File: src/hw/rtl/aip_pkg.sv
// Shared types and constants for the ASCII integer parser.
package aip_pkg;

  localparam int CHAR_BITS      = 8;
  localparam int VALUE_BITS     = 64;
  localparam int MAX_COUNT      = 64;
  localparam int COUNT_BITS     = $clog2(MAX_COUNT + 1);
  localparam int BASE_BITS      = 6;
  localparam int OUT_VALUE_BITS = 64;
  localparam int IN_TDATA_BITS  = ((CHAR_BITS + 7) / 8) * 8;
  localparam int OUT_TDATA_BITS = ((OUT_VALUE_BITS + COUNT_BITS + 1 + 7) / 8) * 8;
  localparam int CFG_INDEX_BITS = 1;

  localparam logic [CFG_INDEX_BITS-1:0] REG_RADIX       = CFG_INDEX_BITS'(0);
  localparam logic [CFG_INDEX_BITS-1:0] REG_SIGNED_MODE = CFG_INDEX_BITS'(1);

  localparam logic [BASE_BITS-1:0] BASE_OCT     = BASE_BITS'(8);
  localparam logic [BASE_BITS-1:0] BASE_DEC     = BASE_BITS'(10);
  localparam logic [BASE_BITS-1:0] BASE_HEX     = BASE_BITS'(16);
  localparam logic [BASE_BITS-1:0] BASE_UNARY   = BASE_BITS'(1);
  localparam logic [BASE_BITS-1:0] BASE_MAX     = BASE_BITS'(36);
  localparam logic [BASE_BITS-1:0] BASE_AUTO    = BASE_BITS'(0);

  typedef struct packed {
    logic [CHAR_BITS-1:0] character;
    logic                 first;
  } item_t;

  typedef struct packed {
    logic                      overflow;
    logic [COUNT_BITS-1:0]     consumed_count;
    logic [OUT_VALUE_BITS-1:0] value;
  } result_t;

endpackage

File: src/hw/rtl/ascii_integer_parser_unit.sv
// Top level of the ASCII integer parser: configuration registers and stage wiring.
// Streams characters in, one per cycle while not stalled, and returns one item
// per number: the parsed value, the count of consumed characters and an overflow
// flag. Leading white space, a sign, with radix 0 a 0 or 0x prefix and with radix
// 16 a 0x prefix are handled; the first character that is no digit of the base
// ends the number and is not counted. A new string starts at an item with in_tuser
// high. The input stalls while the result register is full and out_tready is low;
// a result is shown on out_tvalid once its stop character has passed the input
// and result registers. The cycle time is set by the 64-by-6-bit multiply-add of
// the accumulator. Write radix and signed_mode only while no string is in flight.
module ascii_integer_parser_unit import aip_pkg::*; (
  input  logic                      clk,
  input  logic                      rst_n,
  input  logic                      in_tvalid,
  output logic                      in_tready,
  input  logic [IN_TDATA_BITS-1:0]  in_tdata,   // character
  input  logic                      in_tuser,   // first
  output logic                      out_tvalid,
  input  logic                      out_tready,
  output logic [OUT_TDATA_BITS-1:0] out_tdata,  // value, consumed_count, overflow
  input  logic                      cfg_we,
  input  logic [CFG_INDEX_BITS-1:0] cfg_index,
  input  logic [BASE_BITS-1:0]      cfg_wdata
);

  logic [BASE_BITS-1:0] radix_r;
  logic                 signed_mode_r;
  logic                 item_valid, room, fire, res_valid;
  item_t                item;
  result_t              res;

  always_ff @(posedge clk) begin
    if (!rst_n) begin
      radix_r       <= BASE_AUTO;
      signed_mode_r <= 1'b1;
    end else if (cfg_we) begin
      case (cfg_index)
        REG_RADIX:       radix_r       <= cfg_wdata;
        REG_SIGNED_MODE: signed_mode_r <= cfg_wdata[0];
        default: begin
        end
      endcase
    end
  end

  assign fire = item_valid && room;

  aip_in_stage u_in_stage (
    .clk        (clk),
    .rst_n      (rst_n),
    .in_tvalid  (in_tvalid),
    .in_tready  (in_tready),
    .in_tdata   (in_tdata),
    .in_tuser   (in_tuser),
    .take       (fire),
    .item_valid (item_valid),
    .item       (item)
  );

  aip_parse_core u_parse_core (
    .clk         (clk),
    .rst_n       (rst_n),
    .fire        (fire),
    .item        (item),
    .radix       (radix_r),
    .signed_mode (signed_mode_r),
    .res_valid   (res_valid),
    .res         (res)
  );

  aip_out_stage u_out_stage (
    .clk        (clk),
    .rst_n      (rst_n),
    .load       (fire && res_valid),
    .res        (res),
    .room       (room),
    .out_tvalid (out_tvalid),
    .out_tready (out_tready),
    .out_tdata  (out_tdata)
  );

endmodule

File: src/hw/rtl/aip_in_stage.sv
// Input register of the ASCII integer parser.
module aip_in_stage import aip_pkg::*; (
  input  logic                     clk,
  input  logic                     rst_n,
  input  logic                     in_tvalid,
  output logic                     in_tready,
  input  logic [IN_TDATA_BITS-1:0] in_tdata,
  input  logic                     in_tuser,
  input  logic                     take,
  output logic                     item_valid,
  output item_t                    item
);

  logic  valid_r, valid_nxt;
  item_t item_r, item_nxt;
  logic  accept;

  assign in_tready = !valid_r || take;
  assign accept    = in_tvalid && in_tready;

  always_comb begin
    valid_nxt = valid_r;
    item_nxt  = item_r;
    if (accept) begin
      valid_nxt          = 1'b1;
      item_nxt.character = in_tdata[CHAR_BITS-1:0];
      item_nxt.first     = in_tuser;
    end else if (take) begin
      valid_nxt = 1'b0;
    end
  end

  always_ff @(posedge clk) begin
    if (!rst_n) begin
      valid_r <= 1'b0;
    end else begin
      valid_r <= valid_nxt;
    end
    item_r <= item_nxt;
  end

  assign item_valid = valid_r;
  assign item       = item_r;

endmodule

File: src/hw/rtl/aip_parse_core.sv
// Parse state and per-character datapath of the ASCII integer parser.
module aip_parse_core import aip_pkg::*; (
  input  logic                 clk,
  input  logic                 rst_n,
  input  logic                 fire,
  input  item_t                item,
  input  logic [BASE_BITS-1:0] radix,
  input  logic                 signed_mode,
  output logic                 res_valid,
  output result_t              res
);

  typedef enum logic [5:0] {
    PH_IDLE   = 6'b000001,
    PH_LEAD   = 6'b000010,
    PH_SIGNED = 6'b000100,
    PH_ZERO   = 6'b001000,
    PH_ZEROX  = 6'b010000,
    PH_DIGITS = 6'b100000
  } phase_t;

  localparam int PROD_BITS = VALUE_BITS + BASE_BITS + 1;

  localparam logic [CHAR_BITS-1:0] CH_0     = CHAR_BITS'(8'h30);
  localparam logic [CHAR_BITS-1:0] CH_9     = CHAR_BITS'(8'h39);
  localparam logic [CHAR_BITS-1:0] CH_UA    = CHAR_BITS'(8'h41);
  localparam logic [CHAR_BITS-1:0] CH_UZ    = CHAR_BITS'(8'h5a);
  localparam logic [CHAR_BITS-1:0] CH_LA    = CHAR_BITS'(8'h61);
  localparam logic [CHAR_BITS-1:0] CH_LZ    = CHAR_BITS'(8'h7a);
  localparam logic [CHAR_BITS-1:0] CH_UX    = CHAR_BITS'(8'h58);
  localparam logic [CHAR_BITS-1:0] CH_LX    = CHAR_BITS'(8'h78);
  localparam logic [CHAR_BITS-1:0] CH_PLUS  = CHAR_BITS'(8'h2b);
  localparam logic [CHAR_BITS-1:0] CH_MINUS = CHAR_BITS'(8'h2d);
  localparam logic [CHAR_BITS-1:0] CH_SPACE = CHAR_BITS'(8'h20);
  localparam logic [CHAR_BITS-1:0] CH_TAB   = CHAR_BITS'(8'h09);
  localparam logic [CHAR_BITS-1:0] CH_CR    = CHAR_BITS'(8'h0d);
  localparam logic [CHAR_BITS-1:0] UPPER_OFS = CHAR_BITS'(8'h37);
  localparam logic [CHAR_BITS-1:0] LOWER_OFS = CHAR_BITS'(8'h57);

  phase_t                phase_r, phase_nxt, phase_cur;
  logic                  minus_r, minus_nxt, minus_cur;
  logic [BASE_BITS-1:0]  base_r, base_nxt, base_cur, base_eff, mul_base;
  logic [VALUE_BITS-1:0] acc_r, acc_nxt, acc_cur;
  logic [COUNT_BITS-1:0] cnt_r, cnt_nxt, cnt_cur;
  logic                  ovf_r, ovf_nxt, ovf_cur;

  logic [CHAR_BITS-1:0]  c;
  logic [BASE_BITS-1:0]  digit;
  logic                  is_digit, is_space, bad_radix;
  logic                  sig_path, do_acc, emit, conv;
  logic [1:0]            cnt_inc;
  logic [COUNT_BITS:0]   cnt_sum;
  logic [PROD_BITS-1:0]  prod;
  logic                  range_ovf;
  logic [VALUE_BITS-1:0] signed_val;

  assign c = item.character;

  always_comb begin
    digit    = '0;
    is_digit = 1'b1;
    if (c >= CH_0 && c <= CH_9) begin
      digit = BASE_BITS'(c - CH_0);
    end else if (c >= CH_UA && c <= CH_UZ) begin
      digit = BASE_BITS'(c - UPPER_OFS);
    end else if (c >= CH_LA && c <= CH_LZ) begin
      digit = BASE_BITS'(c - LOWER_OFS);
    end else begin
      is_digit = 1'b0;
    end
  end

  assign is_space  = (c == CH_SPACE) || (c >= CH_TAB && c <= CH_CR);
  assign bad_radix = (radix == BASE_UNARY) || (radix > BASE_MAX);

  assign prod = PROD_BITS'(acc_cur) * PROD_BITS'(mul_base) + PROD_BITS'(digit);

  always_comb begin
    if (item.first) begin
      phase_cur = bad_radix ? PH_IDLE : PH_LEAD;
      minus_cur = 1'b0;
      base_cur  = radix;
      acc_cur   = '0;
      cnt_cur   = '0;
      ovf_cur   = 1'b0;
    end else begin
      phase_cur = phase_r;
      minus_cur = minus_r;
      base_cur  = base_r;
      acc_cur   = acc_r;
      cnt_cur   = cnt_r;
      ovf_cur   = ovf_r;
    end

    phase_nxt = phase_cur;
    minus_nxt = minus_cur;
    base_nxt  = base_cur;
    base_eff  = base_cur;
    mul_base  = base_cur;
    acc_nxt   = acc_cur;
    ovf_nxt   = ovf_cur;
    sig_path  = 1'b0;
    do_acc    = 1'b0;
    emit      = item.first && bad_radix;
    conv      = 1'b0;
    cnt_inc   = 2'd0;

    case (phase_cur)
      PH_LEAD: begin
        if (is_space) begin
          cnt_inc = 2'd1;
        end else if (c == CH_PLUS || c == CH_MINUS) begin
          minus_nxt = (c == CH_MINUS);
          cnt_inc   = 2'd1;
          phase_nxt = PH_SIGNED;
        end else begin
          sig_path = 1'b1;
        end
      end
      PH_SIGNED: begin
        sig_path = 1'b1;
      end
      PH_ZERO: begin
        if (c == CH_LX || c == CH_UX) begin
          phase_nxt = PH_ZEROX;
        end else begin
          base_eff = (base_cur == BASE_AUTO) ? BASE_OCT : base_cur;
          base_nxt = base_eff;
          mul_base = base_eff;
          if (is_digit && digit < base_eff) begin
            do_acc = 1'b1;
          end else begin
            emit = 1'b1;
            conv = 1'b1;
          end
        end
      end
      PH_ZEROX: begin
        if (is_digit && digit < BASE_HEX) begin
          base_nxt = BASE_HEX;
          mul_base = BASE_HEX;
          cnt_inc  = 2'd1;
          do_acc   = 1'b1;
        end else begin
          emit = 1'b1;
          conv = 1'b1;
        end
      end
      PH_DIGITS: begin
        if (is_digit && digit < base_cur) begin
          do_acc = 1'b1;
        end else begin
          emit = 1'b1;
          conv = 1'b1;
        end
      end
      default: begin
      end
    endcase

    if (sig_path) begin
      if (c == CH_0 && (base_cur == BASE_AUTO || base_cur == BASE_HEX)) begin
        cnt_inc   = 2'd1;
        phase_nxt = PH_ZERO;
      end else begin
        base_eff = (base_cur == BASE_AUTO) ? BASE_DEC : base_cur;
        base_nxt = base_eff;
        mul_base = base_eff;
        if (is_digit && digit < base_eff) begin
          do_acc = 1'b1;
        end else begin
          emit = 1'b1;
        end
      end
    end

    if (do_acc) begin
      acc_nxt   = prod[VALUE_BITS-1:0];
      ovf_nxt   = ovf_cur || (|prod[PROD_BITS-1:VALUE_BITS]);
      phase_nxt = PH_DIGITS;
    end
    if (emit) begin
      phase_nxt = PH_IDLE;
    end

    cnt_sum = (COUNT_BITS+1)'(cnt_cur) + (COUNT_BITS+1)'(cnt_inc)
            + (COUNT_BITS+1)'(do_acc);
    cnt_nxt = (cnt_sum > (COUNT_BITS+1)'(MAX_COUNT)) ? COUNT_BITS'(MAX_COUNT)
                                                     : cnt_sum[COUNT_BITS-1:0];
  end

  assign signed_val = minus_cur ? (VALUE_BITS'(0) - acc_cur) : acc_cur;
  assign range_ovf  = signed_mode &&
                      (minus_cur ? (acc_cur[VALUE_BITS-1] && (|acc_cur[VALUE_BITS-2:0]))
                                 : acc_cur[VALUE_BITS-1]);

  always_comb begin
    res_valid = emit;
    res       = '0;
    if (conv) begin
      res.value          = OUT_VALUE_BITS'(signed_val);
      res.consumed_count = cnt_cur;
      res.overflow       = ovf_cur || range_ovf;
    end
  end

  always_ff @(posedge clk) begin
    if (!rst_n) begin
      phase_r <= PH_IDLE;
      minus_r <= 1'b0;
      base_r  <= '0;
      acc_r   <= '0;
      cnt_r   <= '0;
      ovf_r   <= 1'b0;
    end else if (fire) begin
      phase_r <= phase_nxt;
      minus_r <= minus_nxt;
      base_r  <= base_nxt;
      acc_r   <= acc_nxt;
      cnt_r   <= cnt_nxt;
      ovf_r   <= ovf_nxt;
    end
  end

`ifndef SYNTHESIS
  a_count_bound: assert property (@(posedge clk) disable iff (!rst_n)
    cnt_r <= COUNT_BITS'(MAX_COUNT))
    else $error("consumed count above saturation limit");

  a_emit_idles: assert property (@(posedge clk) disable iff (!rst_n)
    fire && res_valid |=> phase_r == PH_IDLE)
    else $error("phase not idle after a result");

  a_digits_base: assert property (@(posedge clk) disable iff (!rst_n)
    phase_r == PH_DIGITS |-> (base_r >= BASE_BITS'(2) && base_r <= BASE_MAX))
    else $error("digit phase with an unusable base");

  a_empty_zero: assert property (@(posedge clk) disable iff (!rst_n)
    fire && res_valid && res.consumed_count == '0 |-> res.value == '0 && !res.overflow)
    else $error("result with no consumed characters is not zero");
`endif

endmodule

File: src/hw/rtl/aip_out_stage.sv
// Result register of the ASCII integer parser.
module aip_out_stage import aip_pkg::*; (
  input  logic                      clk,
  input  logic                      rst_n,
  input  logic                      load,
  input  result_t                   res,
  output logic                      room,
  output logic                      out_tvalid,
  input  logic                      out_tready,
  output logic [OUT_TDATA_BITS-1:0] out_tdata
);

  logic    valid_r, valid_nxt;
  result_t res_r, res_nxt;

  assign room = !valid_r || out_tready;

  always_comb begin
    valid_nxt = valid_r;
    res_nxt   = res_r;
    if (load) begin
      valid_nxt = 1'b1;
      res_nxt   = res;
    end else if (out_tready) begin
      valid_nxt = 1'b0;
    end
  end

  always_ff @(posedge clk) begin
    if (!rst_n) begin
      valid_r <= 1'b0;
    end else begin
      valid_r <= valid_nxt;
    end
    res_r <= res_nxt;
  end

  assign out_tvalid = valid_r;
  assign out_tdata  = OUT_TDATA_BITS'(res_r);

endmodule
File: config.mk
export PLATFORM = sky130hd
export DESIGN_NAME = ascii_integer_parser_unit
export DESIGN_NICKNAME = d
export VERILOG_FILES = /design/src/hw/rtl/aip_pkg.sv /design/src/hw/rtl/ascii_integer_parser_unit.sv /design/src/hw/rtl/aip_in_stage.sv /design/src/hw/rtl/aip_parse_core.sv /design/src/hw/rtl/aip_out_stage.sv
export SDC_FILE = /design/constraint.sdc
export NUM_CORES = 1
export LEC_CHECK = 0
export ABC_CLOCK_PERIOD_IN_PS = 16100
export BUFFER_PORTS_ARGS = -buffer_cell sky130_fd_sc_hd__buf_2
export CAP_MARGIN = 15
export CORE_ASPECT_RATIO = 1.1
export CORE_MARGIN = 2
export CORE_UTILIZATION = 40
export DETAILED_ROUTE_END_ITERATION = 8
export GPL_TIMING_DRIVEN = 0
export SLEW_MARGIN = 10
export SYNTH_ARGS = -nofsm -noshare
export SYNTH_HDL_FRONTEND = slang
export SYNTH_HIERARCHICAL = 1
export SYNTH_SLANG_ARGS = --single-unit
File: constraint.sdc
create_clock -name clk -period 16.1 [get_ports clk]
set_clock_uncertainty 0.05 [all_clocks]
set_input_delay 3.22 -clock clk [delete_from_list [all_inputs] [get_ports clk]]
set_output_delay 3.22 -clock clk [all_outputs]
set_load 0.05 [all_outputs]
==> impl_results.md <==
* Startpoint class of the critical path: register
* Worst Path Required at about 16 ns
* Vias at approximately 19000
* Placed Cells at 3193
* Max-slew headroom at 0.1098
* Slew Viols, Final at 0
* Avg Synthesized Cell Area at between 8 and 9 um^2
* Final instance area at 23380 um^2
* Post-Syn Area at about 21000 um^2
* Hold path depth at 2
* Largest net degree at the start of global routing at 54
* Post-DP Area at 22760 um^2
* Min Hold Slack at 0.4300 ns
* Die height at roughly 250 um
* # diodes at 0
* LEAKAGE at approximately 11 nW
* Vias in the first global route at between 15000 and 20000
* Routed WL at between 60000 and 70000 um
* Initial antenna violation count at 0
* Top fanout value on the critical path at 10
* Initial Utilization at 0.4066
* Area added between synthesis and finish at 9.261%
* Skew-Pair Late Insertion Delay at approximately 0.46 ns
* Levels on crit path at 34
* Post-synth cell types at 99
* Total track usage at 0.2557
* Slew @ Worst Pin at about 1.3 ns
* Commonest non-fill, non-tap cell in the layout: nor2_1
* Yosys reg bits at between 150 and 200
* GP Congestion at ~0.9
* Die Area at approximately 55000 um^2
* H-Tree Depth at 4
* Final setup violation count at 0
* Max-Cap Viols at 0
* Worst path bufs/invs at 9
* Pwr/cell area at slightly below 50 nW/um^2
* Max stage delay on crit path at around 1.1 ns
* Total power at 1.123 mW
* Main synth FF type: dfxtp_1
* Post-Synthesis Cells at between 2000 and 2500
* Detailed-route DRC error count at 0
* Max Freq at roughly 90 MHz
* Layout cells sized above 1 at 0.08745
* CP delay by family, top: compound AO/OA/AOI/OAI gates
* Setup Buffers After CTS at 0
* Status: complete, no violations
* Die width at 224.5 um
* Fin crit share at 0.6978
* Setup TNS at 0 ns
* Congestion Overflow GR at 0
* Multi-input combinational cell area at about 16000 um^2
* WP data arrival at ~12 ns
* Drt first pass iters at 5
* Post-synth EDFFs at 81
* Type of the worst setup path: reg2reg
* Commonest non-fill, non-tap cells in the layout: 529 x nor2_1, 253 x fa_1, 197 x nand2_1
* Crit path top cell by count: inv_1
* Post-DR vias/cell at ~5.8
* CTS buffer count at 17
* WL/cell at 21.67 um
* Final HPWL DP at about 56000 um
* Final hold viol count at 0
* CORE AREA at between 50000 and 60000 um^2
* Worst R2R Path Depth at 34
* Clock sink total at about 180
* Clk buf depth at 2
* Post-synthesis sequential area ratio at 0.2016
* Root buf cell: clkbuf_16
* RSZ-0062 raised after global routing: no
* DRT antenna net count at 0
* Cell Rows at between 80 and 90
* Clk slew on worst S/H paths at about 0.070 ns
* Fin nets at 2982
* Slowest cell on crit path: a221oi_1
* Syn. warnings at 6
* Hold buffers post-CTS at 0
* Fill cell count at 5207
* Number of I/O pins at 95
* Worst min path class: reg2reg
* Max rail drop VDD at between 60 and 70 uV
* Total area of sequential cells at 4314 um^2
* Initial drt markers at between 1500 and 2000
* Post-synth net total at 2866
* CP endpoint kind: register
* First-pass GRT wire length at between 100000 and 150000 um
* Final Instance Count excl. Fillers at 3225
* IO Port Bufs at 94
* Period minus WS final at between 10 and 15 ns
* CTS tree: built
* Post_cts resized at 0
* Asr flop ratio synth at 0
[worst paths after layout]
kind	from	to	slack [ns]
max	u_in_stage/item[2]$_DFFE_PP_	u_parse_core/ovf_r$_SDFFE_PN0P_	4.87
min	radix_r[4]$_SDFFE_PN0P_	radix_r[4]$_SDFFE_PN0P_	0.43
max reg2reg	u_in_stage/item[2]$_DFFE_PP_	u_parse_core/ovf_r$_SDFFE_PN0P_	4.87
min reg2reg	radix_r[4]$_SDFFE_PN0P_	radix_r[4]$_SDFFE_PN0P_	0.43
[per-stage QoR]
stage | util | setup WS (ns)
2_1_floorplan | - | 8.012
3_3_place_gp | 0.4316 | 5.192
3_5_place_dp | 0.4325 | 5.097
4_1_cts | 0.4442 | 5.064
5_1_grt | 0.4443 | 4.333
6_report | 0.4443 | 4.866
[cell type report]
| cell class | count | share of cell area |
|---|---|---|
| repair buffers | 97 | 0.02215 |
| plain buffers | 137 | 0.02836 |
| clock inverters | 10 | 0.005190 |
| inverters | 89 | 0.01429 |
| well taps | 675 | 0.03612 |
| clock buffers | 21 | 0.02108 |
| flip-flops and latches | 175 | 0.1845 |
| multi-input cells | 2021 | 0.6883 |
[per-layer routing]
layer / vias up / routed length [um] / global-route usage
met5: - / 0 / 0
met4: 0 / 2283 / 0.09018
met3: 128 / 4088 / 0.03196
met2: 758 / 33030 / 0.4252
met1: 9360 / 30480 / 0.3430
li1: 8602 / - / -
[where the power goes]
part | switching (mW) | internal (mW)
logic | 0.149 | 0.0451
clock network | 0.192 | 0.252
registers | 0.00748 | 0.477
[cells by family (layout without fill, tap and decap cells)]
kind of cell | count (synthesis) | in the layout | synth area share
and+or+nand+nor | 962 | 962 | 0.2001
AOI/OAI and AO/OA | 490 | 490 | 0.1538
adders and majority gates | 423 | 423 | 0.3361
buffers and inverters | 226 | 354 | 0.04660
DFF | 175 | 175 | 0.2016
xor gates and xnor gates | 119 | 119 | 0.04870
muxes | 27 | 27 | 0.01310
[synthesized netlist by cell type, types with 15 or more instances]
cell type	instances	area (um^2)
o21a_1	20	150.1
fa_1	253	5065
nor2_1	529	1986
or2_2	17	106.4
inv_1	86	322.8
a21o_1	22	165.2
nand2_1	197	739.5
a22o_1	61	534.3
nor2b_1	18	112.6
xnor2_1	47	411.6
a21oi_1	139	695.7
a31oi_1	17	106.4
o21ai_0	102	510.5
nor3_1	26	130.1
nand4_1	31	193.9
dfxtp_1	94	1882
nand3_1	38	190.2
nor4_1	24	150.1
ha_1	170	2127
edfxtp_1	81	2432
buf_2	19	95.09
xor2_1	72	630.6
o21bai_1	16	120.1
clkbuf_1	87	326.6
buf_6	15	168.9
mux2i_1	22	220.2
o31ai_1	19	142.6
[flip-flops by register name (all words and copies together), names as in the netlist]
name / count
u_parse_core/minus_r: 1
signed_mode_r: 1
u_parse_core/cnt_r: 7
u_in_stage/item_valid: 1
u_out_stage/out_tdata: 72
u_out_stage/out_tvalid: 1
u_parse_core/phase_r: 6
u_in_stage/item: 9
u_parse_core/base_r: 6
u_parse_core/acc_r: 64
u_parse_core/ovf_r: 1
radix_r: 6
[worst min-delay path, cell delays in order, from the launching register on]
cell and delay, ns:
dfxtp_1 0.32, nand2_1 0.06, mux2i_1 0.05
(Power assumes the default switching activity.)
